[config.mk]
export PLATFORM = sky130hd
export DESIGN_NAME = rice_residual_decoder_top
export DESIGN_NICKNAME = d
export VERILOG_FILES = /design/src/hw/rtl/rrd_pkg.sv /design/src/hw/rtl/rrd_front.sv /design/src/hw/rtl/rrd_back.sv /design/src/hw/rtl/rice_residual_decoder_top.sv
export SDC_FILE = /design/constraint.sdc
export NUM_CORES = 1
export LEC_CHECK = 0
export BUFFER_PORTS_ARGS = -buffer_cell sky130_fd_sc_hd__buf_2
export CAP_MARGIN = 20
export CELL_PAD_IN_SITES_DETAIL_PLACEMENT = 0
export CELL_PAD_IN_SITES_GLOBAL_PLACEMENT = 1
export CORE_MARGIN = 2
export CORE_UTILIZATION = 35
export DETAILED_ROUTE_END_ITERATION = 8
export GPL_TIMING_DRIVEN = 0
export PLACE_DENSITY_LB_ADDON = 0.1
export SYNTH_ARGS = -nofsm -noshare
export SYNTH_HDL_FRONTEND = slang
export SYNTH_SLANG_ARGS = --single-unit
export TNS_END_PERCENT = 30
[constraint.sdc]
create_clock -name clk_i -period 4.45 [get_ports clk_i]
set_input_delay 0.2225 -clock clk_i [delete_from_list [all_inputs] [get_ports clk_i]]
set_output_delay 0.2225 -clock clk_i [all_outputs]
set_load 0.03 [all_outputs]
[src/hw/rtl/rrd_pkg.sv]
package rrd_pkg;

  // Width of the Rice parameter register.
  localparam int unsigned KW = 5;

  // Width of the decoded residual.
  localparam int unsigned RESW = 32;

  // Width of the unary run counter.
  localparam int unsigned CNTW = 20;

  // Largest Rice parameter the decoder honors; larger settings saturate.
  localparam int unsigned MAX_K = 31;

  // Longest unary run accepted before the code is abandoned.
  localparam logic [CNTW-1:0] RUNAWAY_LIMIT = CNTW'(1000000);

  // One code bit tagged with the Rice parameter in force when it arrived.
  typedef struct packed {
    logic          code_bit;
    logic [KW-1:0] k;
  } rrd_item_t;

  // One decoded result.
  typedef struct packed {
    logic signed [RESW-1:0] residual;
    logic                   runaway_error;
  } rrd_result_t;

endpackage

[src/hw/rtl/rrd_front.sv]
module rrd_front #(
  parameter int unsigned MaxK = rrd_pkg::MAX_K
) (
  input  logic                     clk_i,
  input  logic                     rst_ni,
  input  logic                     push,
  output logic                     full,
  input  logic                     code_bit_i,
  input  logic                     cfg_valid_i,
  output logic                     cfg_ready_o,
  input  logic [rrd_pkg::KW-1:0]   cfg_data_i,
  output logic                     item_valid_o,
  output rrd_pkg::rrd_item_t       item_o,
  input  logic                     item_take_i
);

  logic [rrd_pkg::KW-1:0] rice_k_q;
  logic [rrd_pkg::KW-1:0] eff_k;
  rrd_pkg::rrd_item_t     mem_q [2];
  logic                   wr_ptr_q, rd_ptr_q;
  logic [1:0]             cnt_q, cnt_d;
  logic                   wr_en, rd_en;

  // The parameter register takes a write in any cycle.
  assign cfg_ready_o = 1'b1;

  always_ff @(posedge clk_i or negedge rst_ni) begin
    if (!rst_ni) begin
      rice_k_q <= '0;
    end else if (cfg_valid_i) begin
      rice_k_q <= cfg_data_i;
    end
  end

  // Settings above the supported maximum saturate.
  assign eff_k = (rice_k_q > rrd_pkg::KW'(MaxK)) ? rrd_pkg::KW'(MaxK) : rice_k_q;

  // Two-entry queue toward the decode stage; each bit carries its own k.
  assign full         = (cnt_q == 2'd2);
  assign wr_en        = push && !full;
  assign item_valid_o = (cnt_q != 2'd0);
  assign rd_en        = item_valid_o && item_take_i;
  assign item_o       = mem_q[rd_ptr_q];

  always_comb begin
    cnt_d = cnt_q;
    case ({wr_en, rd_en})
      2'b10:   cnt_d = cnt_q + 2'd1;
      2'b01:   cnt_d = cnt_q - 2'd1;
      default: cnt_d = cnt_q;
    endcase
  end

  always_ff @(posedge clk_i or negedge rst_ni) begin
    if (!rst_ni) begin
      cnt_q    <= '0;
      wr_ptr_q <= 1'b0;
      rd_ptr_q <= 1'b0;
    end else begin
      cnt_q <= cnt_d;
      if (wr_en) begin
        wr_ptr_q <= !wr_ptr_q;
      end
      if (rd_en) begin
        rd_ptr_q <= !rd_ptr_q;
      end
    end
  end

  always_ff @(posedge clk_i) begin
    if (wr_en) begin
      mem_q[wr_ptr_q] <= '{code_bit: code_bit_i, k: eff_k};
    end
  end

endmodule

[src/hw/rtl/rrd_back.sv]
module rrd_back (
  input  logic                              clk_i,
  input  logic                              rst_ni,
  input  logic                              item_valid_i,
  input  rrd_pkg::rrd_item_t                item_i,
  output logic                              item_take_o,
  output logic                              empty,
  input  logic                              pop,
  output logic signed [rrd_pkg::RESW-1:0]   residual_o,
  output logic                              runaway_error_o
);

  localparam int unsigned RESW = rrd_pkg::RESW;
  localparam int unsigned CNTW = rrd_pkg::CNTW;
  localparam int unsigned KW   = rrd_pkg::KW;
  localparam int unsigned ACCW = rrd_pkg::RESW - 1;

  logic                in_rem_q, in_rem_d;
  logic [CNTW-1:0]     count_q, count_d;
  logic [ACCW-1:0]     acc_q, acc_d;
  logic [ACCW-1:0]     acc_shift;
  logic [KW-1:0]       left_q, left_d;
  logic                emit;
  rrd_pkg::rrd_result_t res;
  logic [RESW-1:0]     mask, value;

  rrd_pkg::rrd_result_t oq_q [2];
  logic                 owr_q, ord_q;
  logic [1:0]           ocnt_q, ocnt_d;
  logic                 fire, ord_en;

  // A bit is decoded whenever the result queue has a free slot.
  assign fire        = item_valid_i && (ocnt_q != 2'd2);
  assign item_take_o = fire;

  // Remainder accumulator with the current bit shifted in.
  assign acc_shift = {acc_q[ACCW-2:0], item_i.code_bit};

  // Value assembly for the last remainder bit (or the terminator when k is zero).
  assign mask  = ~({RESW{1'b1}} << item_i.k);
  assign value = ({{(RESW-CNTW){1'b0}}, count_q} << item_i.k)
               | ({1'b0, acc_shift} & mask);

  // Decode step for one code bit.
  always_comb begin
    in_rem_d = in_rem_q;
    count_d  = count_q;
    acc_d    = acc_q;
    left_d   = left_q;
    emit     = 1'b0;
    res      = '{residual: '0, runaway_error: 1'b0};
    if (!in_rem_q) begin
      if (item_i.code_bit) begin
        if (count_q >= rrd_pkg::RUNAWAY_LIMIT) begin
          emit    = 1'b1;
          res     = '{residual: '0, runaway_error: 1'b1};
          count_d = '0;
        end else begin
          count_d = count_q + CNTW'(1);
        end
      end else if (item_i.k == '0) begin
        acc_d   = '0;
        emit    = 1'b1;
        count_d = '0;
      end else begin
        in_rem_d = 1'b1;
        acc_d    = '0;
        left_d   = item_i.k;
      end
    end else begin
      acc_d  = acc_shift;
      left_d = left_q - KW'(1);
      if (left_d == '0) begin
        emit     = 1'b1;
        in_rem_d = 1'b0;
        count_d  = '0;
        acc_d    = '0;
      end
    end
    if (emit && !res.runaway_error) begin
      res.residual = (value >> 1) ^ {RESW{value[0]}};
    end
  end

  // Decoder state advances only when a bit is taken.
  always_ff @(posedge clk_i or negedge rst_ni) begin
    if (!rst_ni) begin
      in_rem_q <= 1'b0;
      count_q  <= '0;
      acc_q    <= '0;
      left_q   <= '0;
    end else if (fire) begin
      in_rem_q <= in_rem_d;
      count_q  <= count_d;
      acc_q    <= acc_d;
      left_q   <= left_d;
    end
  end

  // Two-entry result queue; the oldest result sits on the ports.
  assign empty           = (ocnt_q == 2'd0);
  assign ord_en          = !empty && pop;
  assign residual_o      = oq_q[ord_q].residual;
  assign runaway_error_o = oq_q[ord_q].runaway_error;

  always_comb begin
    case ({fire && emit, ord_en})
      2'b10:   ocnt_d = ocnt_q + 2'd1;
      2'b01:   ocnt_d = ocnt_q - 2'd1;
      default: ocnt_d = ocnt_q;
    endcase
  end

  always_ff @(posedge clk_i or negedge rst_ni) begin
    if (!rst_ni) begin
      ocnt_q <= '0;
      owr_q  <= 1'b0;
      ord_q  <= 1'b0;
    end else begin
      ocnt_q <= ocnt_d;
      if (fire && emit) begin
        owr_q <= !owr_q;
      end
      if (ord_en) begin
        ord_q <= !ord_q;
      end
    end
  end

  always_ff @(posedge clk_i) begin
    if (fire && emit) begin
      oq_q[owr_q] <= res;
    end
  end

endmodule

[src/hw/rtl/rice_residual_decoder_top.sv]
// Bit-serial Rice decoder: one code bit is accepted per cycle while full is
// low, and full can rise only while the result queue is full. The bit ending
// a code word (the terminating zero when rice_k is zero, else the last
// remainder bit) passes through the registered two-entry bit queue and the
// combinational decode step of the back stage; its residual is registered
// into the two-entry result queue and sits on the result ports until popped.
// Each bit is tagged with rice_k at acceptance, so a write between code words
// takes effect from the next accepted bit. A unary run beyond one million
// ones yields a result with runaway_error set and residual zero.
module rice_residual_decoder_top #(
  parameter int unsigned MaxK = rrd_pkg::MAX_K
) (
  input  logic                            clk_i,
  input  logic                            rst_ni,
  input  logic                            push,
  output logic                            full,
  input  logic                            code_bit_i,
  input  logic                            cfg_valid_i,
  output logic                            cfg_ready_o,
  input  logic [rrd_pkg::KW-1:0]          cfg_data_i,
  output logic                            empty,
  input  logic                            pop,
  output logic signed [rrd_pkg::RESW-1:0] residual_o,
  output logic                            runaway_error_o
);

  logic               item_valid;
  logic               item_take;
  rrd_pkg::rrd_item_t item;

  // Front: parameter register and bit queue.
  rrd_front #(.MaxK(MaxK)) u_front (
    .clk_i        (clk_i),
    .rst_ni       (rst_ni),
    .push         (push),
    .full         (full),
    .code_bit_i   (code_bit_i),
    .cfg_valid_i  (cfg_valid_i),
    .cfg_ready_o  (cfg_ready_o),
    .cfg_data_i   (cfg_data_i),
    .item_valid_o (item_valid),
    .item_o       (item),
    .item_take_i  (item_take)
  );

  // Back: decoder state and result queue.
  rrd_back u_back (
    .clk_i           (clk_i),
    .rst_ni          (rst_ni),
    .item_valid_i    (item_valid),
    .item_i          (item),
    .item_take_o     (item_take),
    .empty           (empty),
    .pop             (pop),
    .residual_o      (residual_o),
    .runaway_error_o (runaway_error_o)
  );

endmodule

## Yosys cells after proc, flatten, opt, wreduce, memory -nomap -nowiden

Memory sizes are Yosys's and may differ from the RTL's.
Index checks and enable logic that the tools add are counted.

- Register bits: 69
- Memories: 2
- Word-level logic and storage cells: 90
- Bits of input ports: 11
- RAM bits: 78

- $add $sub $neg: 6
- Mux-type cells: 31
- Equal/unequal tests: 9
- $lt $le $gt $ge: 2
- Bitwise logic cells: 4
- Shift operators: 2
- Reductions and logical operators: 23

Memory list:

| memory | depth | width | rd ports | clocked after Yosys merged registers in | write ports | line | RTL |
|---|---|---|---|---|---|---|---|
| u_back.oq_q | 2 | 33 | 1 | 0 | 1 | rrd_back.sv:27 | `rrd_pkg::rrd_result_t oq_q [2];` |
| u_front.mem_q | 2 | 6 | 1 | 0 | 1 | rrd_front.sv:19 | `rrd_pkg::rrd_item_t mem_q [2];` |

Operators with widths:

| cell | count |
|---|---|
| 20-bit 2-to-1 mux | 5 |
| 30-bit 2-to-1 mux | 3 |
| 33-bit 2-to-1 mux | 2 |
| 31-bit by 32-bit bitwise AND with 32-bit output | 1 |
| 32-bit 2-to-1 mux | 1 |
| 32-bit inverter | 1 |
| 32-bit OR | 1 |
| 20-bit by 5-bit left shift with 32-bit output | 1 |
| 32-bit by 5-bit left shift with 32-bit output (first input constant) | 1 |
| 31-bit by 32-bit bitwise XOR with 32-bit output | 1 |
| 20-bit by 1-bit adder with 20-bit output (second input constant) | 1 |
| 20-bit >= comparator (second input constant) | 1 |
| 5-bit 2-to-1 mux | 4 |
| 1-bit 2-to-1 mux | 14 |
| 5-bit logical NOT | 2 |
| 2-bit one-hot mux with 2 select lines | 2 |
| 1-bit logical NOT | 7 |
| 2-bit equality test (second input constant) | 3 |
| 1-bit logical AND | 6 |
| 2-bit inequality test (second input constant) | 3 |
| 3-bit AND reduction | 2 |
| 2-bit nonzero test | 3 |
| 5-bit > comparator (second input constant) | 1 |
| 5-bit by 1-bit subtractor with 5-bit output (second input constant) | 1 |
| other kinds (7) | 10 |

## Logic depth before layout (Yosys ltp)

Gate-level depths: netlist of run 1.
An unclocked memory read counts as a cell.

- Depth after elaboration: 8
- Depth in mapped cells: 12
- Gate-level depth less buffers: 11

## Hierarchy

From an unflattened synthesis of run 1, not the netlist that was laid out.

- Cells, all modules: 778
- Area, all modules: 8335.5 sq um

Modules (own cells, without submodules):

| module | cells an instance | instances | area an instance (sq um) |
|---|---|---|---|
| rrd_back | 724 | 1 | 7492.2 |
| rrd_front | 54 | 1 | 843.3 |

## Worst setup path after synthesis of run 1

No wires, ideal clock.

- Kind: register -> register
- Start point: register u_front.rd_ptr_q
- End point: memory u_back.oq_q[0][0] (netlist bit) (enable)
- Library setup time: 423 ps
- Data arrival time: 3416 ps
- Path slack: 611 ps
- Period minus slack after synthesis: 3839 ps
- Stages on the path, launching flop included: 9
- Cell sequence: dfrtp_1 > buf_6 > buf_4 > nor4_1 > o22ai_1 > a211o_1 > nor2_1 > inv_1 > nor2_1

- Cells in the longest elaborated chain, start to end: 8

RTL lines:

| item | line | RTL |
|---|---|---|
| from (decl) | rrd_front.sv:20 | `logic wr_ptr_q, rd_ptr_q;` |
| from (signal assigned) | rrd_front.sv:65 | `rd_ptr_q <= !rd_ptr_q;` |
| memory read 2 x 6 bit (*) | n/a |  |
| 5-bit logical NOT | rrd_back.sv:61 | `end else if (item_i.k == '0) begin` |
| 1-bit 2-to-1 mux | rrd_back.sv:61 |  |
| 1-bit 2-to-1 mux (*) | rrd_back.sv:53 | `if (item_i.code_bit) begin` |
| 1-bit 2-to-1 mux (*) | rrd_back.sv:52 | `if (!in_rem_q) begin` |
| 1-bit logical AND (*) | rrd_back.sv:131 | `if (fire && emit) begin` |
| 1-bit 2-to-1 mux (*) | rrd_back.sv:131 |  |
| 1-bit 2-to-1 mux (implied by the code) (*) | rrd_back.sv:132 | `oq_q[owr_q] <= res;` |
| to (decl) | rrd_back.sv:27 |  |

Every way passes the cells marked *; elsewhere a longest branch is shown, timed or not.

## Final worst setup path of run 1

- Start point: register u_back.count_q[9]
- End point: memory u_back.oq_q[1][22] (netlist bit) (enable)

- Cells in the longest elaborated chain, start to end: 7

RTL lines:

| item | line | RTL |
|---|---|---|
| from (decl) | rrd_back.sv:19 | `logic [CNTW-1:0] count_q, count_d;` |
| from (signal assigned) | rrd_back.sv:94 | `count_q <= count_d;` |
| 20-bit >= comparator | rrd_back.sv:54 | `if (count_q >= rrd_pkg::RUNAWAY_LIMIT) begin` |
| 1-bit 2-to-1 mux | rrd_back.sv:54 |  |
| 1-bit 2-to-1 mux | rrd_back.sv:53 |  |
| 1-bit 2-to-1 mux | rrd_back.sv:52 |  |
| 1-bit logical AND | rrd_back.sv:131 |  |
| 1-bit 2-to-1 mux | rrd_back.sv:131 |  |
| 1-bit 2-to-1 mux (implied by the code) | rrd_back.sv:132 |  |

Every way passes these cells.

==> summary.md, run 1 <==
| Metric | Value |
|---|---|
| Arrival @ worst endpoint | `3.64 ns` |
| First-pass GRT wire length | `40200 µm` |
| CTS Buffer Depth | `2` |
| Peak VDD IR | `0.391 mV` |
| DR WL/cell | `22.2 µm` |
| Final hold slack | `0.0178 ns` |
| PD cells | `710 nW/µm²` |
| Commonest cells post-synth | `nand2_1, edfxtp_1, o21ai_0` |
| Synth area leader | `edfxtp_1` |
| Largest net degree at the start of global routing | `70` |
| Root Buffer | `clkbuf_16` |
| Final non-filler cell total | `1188` |
| Cts repair resizes | `0` |
| Grt total ovfl | `0` |
| Total track usage | `22.0%` |
| Slew at the pin with the worst max-slew slack | `1.09 ns` |
| Syn Nets | `805` |
| Number of global-route vias before repair | `6450` |
| Ys flop type | `edfxtp_1` |
| Peak Freq | `279 MHz` |
| Mapped Area | `8340 µm²` |
| Clk pin slew, worst setup/hold paths | `0.07 ns` |
| Initial antenna violation count | `0` |
| Buffers on Ports | `45` |
| CTS Buf Count | `17` |
| Placed wire-length estimate | `20000 µm` |
| DR pass1 iterations | `5` |
| Area occupied by multi-input gates | `3920 µm²` |
| Residual DRC count | `0` |
| Outcome | `complete, no violations` |
| Final Slew Violations | `0` |
| Async set-reset flop share out of synthesis | `46.9%` |
| Crit Path Class | `reg -> reg` |
| Register area share after synthesis | `48.8%` |
| Warnings from Yosys | `0` |
| H-Tree Depth | `4` |
| Clk_lat worst skew | `0.43 ns` |
| Placed Cells | `1153` |
| TritonCTS clock tree | `yes` |
| Hold Fails Final Rpt | `0` |
| CTS sink count | `147` |
| Power Total | `6.82 mW` |
| Top cells by area, synth | `edfxtp_1, dfrtp_1, mux2_2, mux2i_1, o21ai_0` |
| I/O pins | `47` |
| Tcrit/Tclk final | `80.5%` |
| Die area | `25100 µm²` |
| Antenna-violating nets left | `0` |
| Startpoint Class | `register` |
| Chip width | `158 µm` |
| Hold Crit Class | `in -> reg` |
| Initial DRC Count | `484` |
| Slew headroom | `27.1%` |
| Post-layout min period | `3.58 ns` |
| Crit Path Max Fanout | `33` |
| Design area | `9600 µm²` |
| Max-cap violations | `0` |
| Critical Path RT | `4.51 ns` |
| Filler cells | `2338` |
| Initial cell density of the core | `35.6%` |
| Pre-CTS setup slack | `0.820 ns` |
| Fin util | `41.0%` |
| Total negative slack | `0 ns` |
| Setup-failing EPs final | `0` |
| Number of flops mapped to enable cells by yosys | `78` |
| Library cells used by synthesis | `70` |
| Synthesis-stage register bit count | `147` |
| Die Y | `158 µm` |
| Vias per inst | `5.61` |
| Setup Skew | `0.00934 ns` |
| Cells after Synth | `788` |
| Worst setup EP type | `register` |
| P&R area growth vs syn | `15.1%` |
| Layout cells sized above 1 | `18.3%` |
| Avg Cell Area, Syn | `10.6 µm²` |
| Synth top area share | `28.1%` |
| Count leader, synth | `nand2_1` |
| Leak | `3.63 nW` |
| Num rows | `56` |
| RSZ-0062 raised after global routing | `false` |
| DR vias | `6669` |
| Placed instance area | `8990 µm²` |
| Setup ws final | `0.867 ns` |
| Placer Congestion | `0.922` |
| Antenna cell count | `0` |
| Register area | `4070 µm²` |
| Final-stage net count | `873` |
| Final wirelength | `26300 µm` |
| Core ar. | `23400 µm²` |
what timing repair did:
action	in CTS	in global routing
hold endpoints to repair	71	1
hold buffers	2	1
setup endpoints to repair	0	0
setup buffers	0	0
layout make-up:
cell class / instances / area share [%]
buffer: 61 / 2.87
clock buffer: 18 / 4.47
clock inverter: 14 / 1.49
inverter: 23 / 0.900
multi-input combinational: 557 / 40.8
sequential: 147 / 42.4
tap: 319 / 4.16
timing repair buffer: 49 / 2.89
logic make-up (layout without fill, tap and decap cells):
family | Yosys count | in the layout | share of synthesized area, %
XOR/XNOR | 22 | 22 | 2.31
buffers and inverters | 84 | 165 | 4.34
flip-flops | 147 | 147 | 48.8
multiplexers | 110 | 110 | 15.7
other | 1 | 1 | 0.0450
AO/OA/AOI/OAI | 200 | 200 | 16.1
AND/OR/NAND/NOR | 218 | 218 | 11.9
adder cells (fa/ha/maj) | 6 | 6 | 0.900
flip-flops by register name, indices dropped and copies added, names as in the netlist, 2 cells and up:
register and flops:
u_front.mem_q 12, u_front.rice_k_q 5, u_back.oq_q 66, u_front.cnt_q 2, u_back.count_q 20, u_back.left_q 5, u_back.acc_q 30, u_back.ocnt_q 2
final timing paths:
path                                    from                  end  cells after the start  slack, ns
hold / removal                 cfg_data_i[3]  u_front.rice_k_q[3]                      2       0.02
min in group asynchronous             rst_ni     u_back.ocnt_q[1]                      2       0.46
max in group asynchronous             rst_ni     u_back.acc_q[10]                      2       3.42
hold reg to reg             u_front.wr_ptr_q     u_front.wr_ptr_q                      1       0.50
setup reg to reg           u_back.count_q[9]   u_back.oq_q[1][22]                      8       0.87
setup / recovery           u_back.count_q[9]   u_back.oq_q[1][22]                      8       0.87
layout by cell type, fill, tap and decap left out, drive strengths merged, types with 4 or more instances in the layout:
master | synthesis | final
nand4 | 5 | 5
nor4 | 4 | 4
a21oi | 21 | 21
o22ai | 11 | 11
nand2b | 5 | 5
o221ai | 7 | 7
a222oi | 4 | 4
or3 | 7 | 7
o211ai | 6 | 6
nand2 | 89 | 89
a32oi | 5 | 5
dfrtp | 69 | 69
inv | 23 | 30
ha | 6 | 6
xnor2 | 19 | 19
mux4 | 11 | 11
edfxtp | 78 | 78
clkbuf | 45 | 63
nor2 | 53 | 53
and3 | 5 | 5
o21ai | 76 | 76
a221o | 6 | 6
a21o | 4 | 4
nor2b | 4 | 4
nand3 | 20 | 20
mux2i | 50 | 50
mux2 | 49 | 49
a32o | 4 | 4
o31ai | 11 | 11
nor3 | 14 | 14
buf | 16 | 62
a221oi | 7 | 7
report_power, final:
group,internal (mW),total [mW],switching (mW)
registers,1.83,2.01,0.181
logic,1.11,3.38,2.26
clock network,0.786,1.43,0.640
critical path, stage by stage (launching register included):
cell      delay (ns)
dfrtp_1         0.32
clkbuf_1        0.37
o31ai_1         0.15
a21boi_0        0.27
o211a_1         0.16
clkbuf_1        0.32
nor2_1          0.28
nor2_1          0.48
and2_2          0.80
metal layers:
| layer | vias up | wire length (µm) | global-route usage [%] |
|---|---|---|---|
| met5 | - | 0 | 0 |
| met3 | 32 | 1320 | 4.52 |
| li1 | 3103 | - | - |
| met2 | 205 | 11900 | 34.0 |
| met1 | 3329 | 12600 | 30.9 |
| met4 | 0 | 571 | 7.25 |
Note: power is estimated with default switching activity, not from simulation.
==> run 2, diff against run 1 <==
Settings changed: ABC_AREA set to 1.
Clock period 4.45 ns to 3.2 ns, I/O delays scaled along.
==> summary.md, run 2 <==
| Metric | Value |
|---|---|
| CP max stage delay | `0.42 ns (-0.38 ns)` |
| Final wirelength | `29800 µm (+13%)` |
| Register area share after synthesis | `45.6% (-3.2 points)` |
| Max-cap violations | `0 (unchanged)` |
| RSZ-0062 raised after global routing | `false` |
| Ys flop type | `edfxtp_1` |
| Antenna-violating nets left | `0 (unchanged)` |
| Total negative slack | `0 ns (unchanged)` |
| Antenna cell count | `0 (unchanged)` |
| Placer Congestion | `0.927 (+0.62%)` |
| CP most frequent cell | `nand2_1` |
| Vias per inst | `5.14 (-8.4%)` |
| Max reg flops | `66 (unchanged)` |
| Residual DRC count | `0 (unchanged)` |
| Count leader, synth | `nand2_1` |
| Clk_lat worst skew | `0.44 ns (about the same)` |
| CTS Buf Count | `17 (unchanged)` |
| Die Y | `164 µm (+3.3%)` |
| Buffers on Ports | `45 (unchanged)` |
| Highest-count cells in the layout ignoring fill and taps | `nand2_1, nand3_1, o21ai_0` |
| Crit Path Class | `reg -> reg` |
| Worst path bufs/invs | `2 (unchanged)` |
| Library cells used by synthesis | `35 (-50%)` |
| Hold Fails Final Rpt | `0 (unchanged)` |
| Filler cells | `2686 (+15%)` |
| Tcrit/Tclk final | `92.4% (+12 points)` |
| Final-stage net count | `1289 (+48%)` |
| Worst setup EP type | `register` |
| Cells after Synth | `1196 (+52%)` |
| Setup-failing EPs final | `0 (unchanged)` |
| Initial antenna violation count | `0 (unchanged)` |
| Startpoint Class | `register` |
| PD cells | `1040 nW/µm² (+47%)` |
| Crit path max-delay family | `simple AND/OR/NAND/NOR gates` |
| Grt total ovfl | `0 (unchanged)` |
| Critical Path RT | `3.27 ns (-1.24 ns)` |
| CTS Buffer Depth | `2 (unchanged)` |
| First-pass GRT wire length | `47200 µm (+17%)` |
| Mapped Area | `8920 µm² (+7.0%)` |
| Placed wire-length estimate | `22400 µm (+12%)` |
| Crit. Startpoint | `u_front.rd_ptr_q` |
| Crit Path Max Fanout | `33 (unchanged)` |
| Peak VDD IR | `0.423 mV (+8.0%)` |
| Min-Delay Startpoint | `cfg_valid_i` |
| Number of flops mapped to enable cells by yosys | `78 (unchanged)` |
| Clk pin slew, worst setup/hold paths | `0.07 ns (about the same)` |
| Avg Cell Area, Syn | `7.46 µm² (-30%)` |
| Hold Crit Class | `in -> reg` |
| Synth area leader | `edfxtp_1` |
| Arrival @ worst endpoint | `3.03 ns (-0.61 ns)` |
| Worst reg2reg startpoint | `u_front.rd_ptr_q` |
| Cell Chain, Critical Path | `buf_4 -> nand2_1 -> nand2_1 -> nor2_1 -> nand2_1 -> nand2_1 -> nand2_1 -> o21ai_2 -> nand2_1 -> nor2_1 -> nand2_1 -> inv_4` |
| Async set-reset flop share out of synthesis | `46.9% (unchanged)` |
| Top reg by flops | `u_back.oq_q` |
| Number of global-route vias before repair | `7903 (+23%)` |
| Chip width | `164 µm (+3.3%)` |
| Initial cell density of the core | `35.5% (-0.10 points)` |
| Die area | `26800 µm² (+6.8%)` |
| Post-layout min period | `2.96 ns (-0.625 ns)` |
| Final Slew Violations | `0 (unchanged)` |
| Initial DRC Count | `671 (+39%)` |
| Setup Skew | `0.0180 ns (+0.00869 ns)` |
| Warnings from Yosys | `0 (unchanged)` |
| Core ar. | `25100 µm² (+7.3%)` |
| DR pass1 iterations | `5 (unchanged)` |
| Layout cells sized above 1 | `10.4% (-7.9 points)` |
| Total track usage | `23.3% (+1.3 points)` |
| Root Buffer | `clkbuf_16` |
| Syn Nets | `1213 (+51%)` |
| Slew headroom | `55.6% (+28 points)` |
| Top flop regs | `u_back.oq_q (66), u_back.acc_q (30), u_back.count_q (20)` |
| I/O pins | `47 (unchanged)` |
| Outcome | `complete, no violations` |
| Largest net degree at the start of global routing | `63 (-10%)` |
| DR WL/cell | `18.5 µm (-17%)` |
| Peak Freq | `338 MHz (+21%)` |
| Top cells by area, synth | `edfxtp_1, dfrtp_1, nand2_1, nand3_1, o21ai_0` |
| Critical path's slowest cell | `dfrtp_1` |
| TritonCTS clock tree | `yes` |
| Leak | `4.41 nW (+21%)` |
| Most common cell after layout, fill and taps aside | `nand2_1` |
| H-Tree Depth | `4 (unchanged)` |
| Placed instance area | `9630 µm² (+7.0%)` |
| Synth top area share | `26.3% (-1.8 points)` |
| DR vias | `8302 (+24%)` |
| P&R area growth vs syn | `15.8%` |
| Design area | `10300 µm² (+7.6%)` |
| Synthesis-stage register bit count | `147 (unchanged)` |
| Num rows | `58 (+3.6%)` |
| CTS sink count | `147 (unchanged)` |
| Commonest cells post-synth | `nand2_1, nand3_1, o21ai_0` |
| Slew at the pin with the worst max-slew slack | `0.666 ns (-0.427 ns)` |
## run 2: changes by cell type after synthesis, moves of 13 or more
cell     change
nand4_1     +26
inv_1       +42
nor2_1      +15
mux2i_1     -50
nand3_1    +197
nand2_1    +279
xor2_1      +20
mux2_2      -43
o21ai_1     +20
xnor2_1     -13
o21ai_0     +25
buf_2       +15
## run 2: timing repair
action,CTS,global route
setup endpoints to repair,0,51
hold buffers,7,0
resized for setup,0,2
buffers inserted,0,3
hold endpoints to repair,76,0
## run 2: metal layers
metal	up-vias	track usage [%]	wire length [µm]	share of wire, %
met2	248	37.0	13900	46
met5	-	0	0	0
met4	0	6.38	574	1.9
met3	33	3.45	1380	4.6
met1	3850	33.3	14000	47
li1	4171	-	-	-
## run 2: final cells by class
| type | instances | area, µm² | area share [%] |
|---|---|---|---|
| buffer | 76 | 332 | 3.21 |
| clock buffer | 19 | 443 | 4.29 |
| clock inverter | 13 | 140 | 1.36 |
| inverter | 75 | 285 | 2.76 |
| multi-input combinational | 898 | 4250 | 41.1 |
| sequential | 147 | 4070 | 39.4 |
| tap | 330 | 413 | 4.00 |
| timing repair buffer | 57 | 400 | 3.88 |
## run 2: kinds of logic (layout without fill, tap and decap cells)
logic type,count (synthesis),count (layout),synth area share [%]
AND/OR/NAND/NOR,702,702,33.9
AO/OA/AOI/OAI,155,155,9.21
buffers and inverters,151,240,6.89
flip-flops,147,147,45.6
XOR/XNOR,29,29,2.85
adder cells (fa/ha/maj),6,6,0.841
multiplexers,5,5,0.631
other,1,1,0.0420
## run 2: where the power goes
group	internal, mW	switching [mW]	leakage (nW)
sequential	2.48	0.236	1.64
clock	1.12	0.919	0.274
combinational	1.63	4.39	2.50
## run 2: metrics by stage
stage	power, mW	cells	setup WS, ns	hold WS [ns]	utilization, %
finish	10.8	1615	0.242	0.0452	41.1
CTS	10.8	1612	0.0175	0.0389	40.9
floorplan	6.78	1196	0.465	-0.136	-
global route	11.6	1615	0.0135	0.0506	41.1
global placement	8.71	1571	-0.641	0.362	38.1
detailed placement	8.72	1573	0.0405	0.00191	38.3
## run 2: worst paths after layout
check                      slack, ns  cells after the start                  end
max reg2reg                     0.24                     12   u_back.oq_q[0][19]
min reg2reg                     0.49                      2         u_back.owr_q
min in group asynchronous       0.09                      2   u_back.count_q[19]
max in group asynchronous       2.53                      3     u_back.acc_q[14]
min                             0.05                      2  u_front.rice_k_q[3]
max                             0.24                     12   u_back.oq_q[0][19]
==> run 3, diff against run 2 <==
Settings changed: PLACE_DENSITY set to 0.77, PLACE_DENSITY_LB_ADDON 0.1 to unset.
==> summary.md, run 3 (synthesized netlist as in run 2, its figures left out) <==
| Metric | Value |
|---|---|
| TritonCTS clock tree | `yes` |
| Outcome | `complete, no violations` |
| Top reg by flops | `u_back.oq_q` |
| Filler cells | `2618 (-2.5%)` |
| Initial cell density of the core | `35.5% (unchanged)` |
| Critical Path RT | `3.33 ns (+0.06 ns)` |
| Area occupied by multi-input gates | `4250 µm² (unchanged)` |
| Die area | `26800 µm² (unchanged)` |
| Arrival @ worst endpoint | `3.03 ns (about the same)` |
| Final Slew Violations | `0 (unchanged)` |
| Final-stage net count | `1286 (-0.23%)` |
| Placer Congestion | `0.932 (+0.49%)` |
| Layout cells sized above 1 | `10.2% (-0.13 points)` |
| Final wirelength | `28500 µm (-4.3%)` |
| Top flop regs | `u_back.oq_q (66), u_back.acc_q (30), u_back.count_q (20)` |
| Die Y | `164 µm (unchanged)` |
| Residual DRC count | `0 (unchanged)` |
| Num rows | `58 (unchanged)` |
| Setup ws final | `0.298 ns (+0.0561 ns)` |
| Pre-CTS setup slack | `0.117 ns (+0.0768 ns)` |
| DR WL/cell | `17.7 µm (-4.1%)` |
| H-Tree Depth | `4 (unchanged)` |
| Setup Skew | `0.0118 ns (-0.00619 ns)` |
| Grt total ovfl | `0 (unchanged)` |
| Peak VDD IR | `0.492 mV (+16%)` |
| P&R area growth vs syn | `15.5%` |
| Worst setup EP type | `register` |
| Crit Path Class | `reg -> reg` |
| Slew at the pin with the worst max-slew slack | `0.694 ns (+0.0274 ns)` |
| CTS sink count | `147 (unchanged)` |
| Antenna-violating nets left | `0 (unchanged)` |
| Total track usage | `22.0% (-1.4 points)` |
| Critical path's slowest cell | `dfrtp_1` |
| Most common cell after layout, fill and taps aside | `nand2_1` |
| Core ar. | `25100 µm² (unchanged)` |
| Register area | `4070 µm² (unchanged)` |
| Clk_lat worst skew | `0.43 ns (about the same)` |
| CTS Buf Count | `17 (unchanged)` |
| CP max stage delay | `0.41 ns (about the same)` |
| Cell Chain, Critical Path | `buf_4 -> nand2_1 -> nand2_1 -> nor2_1 -> nand2_1 -> nand2_1 -> nand2_1 -> o21ai_2 -> nand3b_1 -> nor2_4 -> buf_12` |
| CTS Buffer Depth | `2 (unchanged)` |
| Initial DRC Count | `968 (+44%)` |
| Post-layout min period | `2.90 ns (-0.0561 ns)` |
| Startpoint Class | `register` |
| Buffers on Ports | `45 (unchanged)` |
| PD cells | `1040 nW/µm² (-0.25%)` |
| Placed wire-length estimate | `21400 µm (-4.8%)` |
| Slew headroom | `53.8% (-1.8 points)` |
| Number of global-route vias before repair | `7832 (-0.90%)` |
| Clk pin slew, worst setup/hold paths | `0.07 ns (about the same)` |
| Crit Path Max Fanout | `27 (-18%)` |
| RSZ-0062 raised after global routing | `false` |
| Root Buffer | `clkbuf_16` |
| Largest net degree at the start of global routing | `48 (-24%)` |
| First-pass GRT wire length | `44800 µm (-5.2%)` |
| DR pass1 iterations | `8 (+3)` |
| Total negative slack | `0 ns (unchanged)` |
| Max-cap violations | `0 (unchanged)` |
| Leak | `4.40 nW (about the same)` |
| Initial antenna violation count | `0 (unchanged)` |
| CP most frequent cell | `nand2_1` |
| Peak Freq | `345 MHz (+1.9%)` |
| Hold Fails Final Rpt | `0 (unchanged)` |
| Max reg flops | `66 (unchanged)` |
| Vias per inst | `5.23 (+1.8%)` |
| Highest-count cells in the layout ignoring fill and taps | `nand2_1, nand3_1, o21ai_0` |
| I/O pins | `47 (unchanged)` |
| Setup-failing EPs final | `0 (unchanged)` |
| DR vias | `8436 (+1.6%)` |
| Tcrit/Tclk final | `90.7% (-1.8 points)` |
| Antenna cell count | `0 (unchanged)` |
| Chip width | `164 µm (unchanged)` |
| Hold Crit Class | `in -> reg` |
==> run 3: repair_timing <==
action / in CTS / in global routing
gates resized for setup: 0 / 2
hold buffers: 7 / 0
endpoints found under the setup margin: 0 / 33
endpoints found under the hold margin: 76 / 0
setup buffers: 0 / 0
==> run 3: worst max-delay path: cells and delay by family, from the launching register on <==
kind                   cells  cell delay [ns]
AOI/OAI and AO/OA          1             0.10
DFF                        1             0.41
buffers and inverters      2             0.43
and+or+nand+nor            8             1.62
==> run 3: cell type report <==
type | instances | area share, %
Inverter | 75 | 2.77
Multi-Input combinational cell | 898 | 41.2
Clock inverter | 15 | 1.81
Timing Repair Buffer | 54 | 3.35
Buffer | 76 | 3.22
Tap cell | 330 | 4.01
Clock buffer | 17 | 4.13
Sequential cell | 147 | 39.5
==> run 3: final timing paths <==
path                                  start             endpoint  slack, ns  cells after the start
max in group asynchronous            rst_ni         u_back.ord_q       2.47                      3
hold / removal                  cfg_valid_i  u_front.rice_k_q[4]       0.05                      2
min in group asynchronous            rst_ni    u_back.count_q[0]       0.18                      2
hold reg to reg                u_back.owr_q         u_back.owr_q       0.50                      2
setup / recovery           u_front.rd_ptr_q   u_back.oq_q[1][25]       0.30                     11
setup reg to reg           u_front.rd_ptr_q   u_back.oq_q[1][25]       0.30                     11
==> run 3: metrics by stage <==
stage | utilization (%) | hold slack [ns] | power (mW) | std cells | instance area, µm²
floorplan | - | -0.136 | 6.78 | 1196 | 8920
global placement | 38.1 | 0.357 | 8.57 | 1571 | 9560
detailed placement | 38.3 | 0.0961 | 8.60 | 1573 | 9620
CTS | 41.0 | 0.0396 | 10.7 | 1612 | 10300
global route | 41.0 | 0.0616 | 11.5 | 1612 | 10300
finish | 41.0 | 0.0517 | 10.7 | 1612 | 10300
==> run 3: layer usage <==
metal  track usage, %  part of all wire [%]  vias up
li1                 -                     -     4168
met1             31.2                    47     3921
met2             34.5                    45      306
met3             3.56                   6.0       41
met4             6.46                   2.1        0
met5                0                     0        -
==> run 3: power by group <==
part / internal, mW / switching [mW]
sequential: 2.48 / 0.228
combinational: 1.62 / 4.36
clock: 1.06 / 0.982
total: 5.16 / 5.57
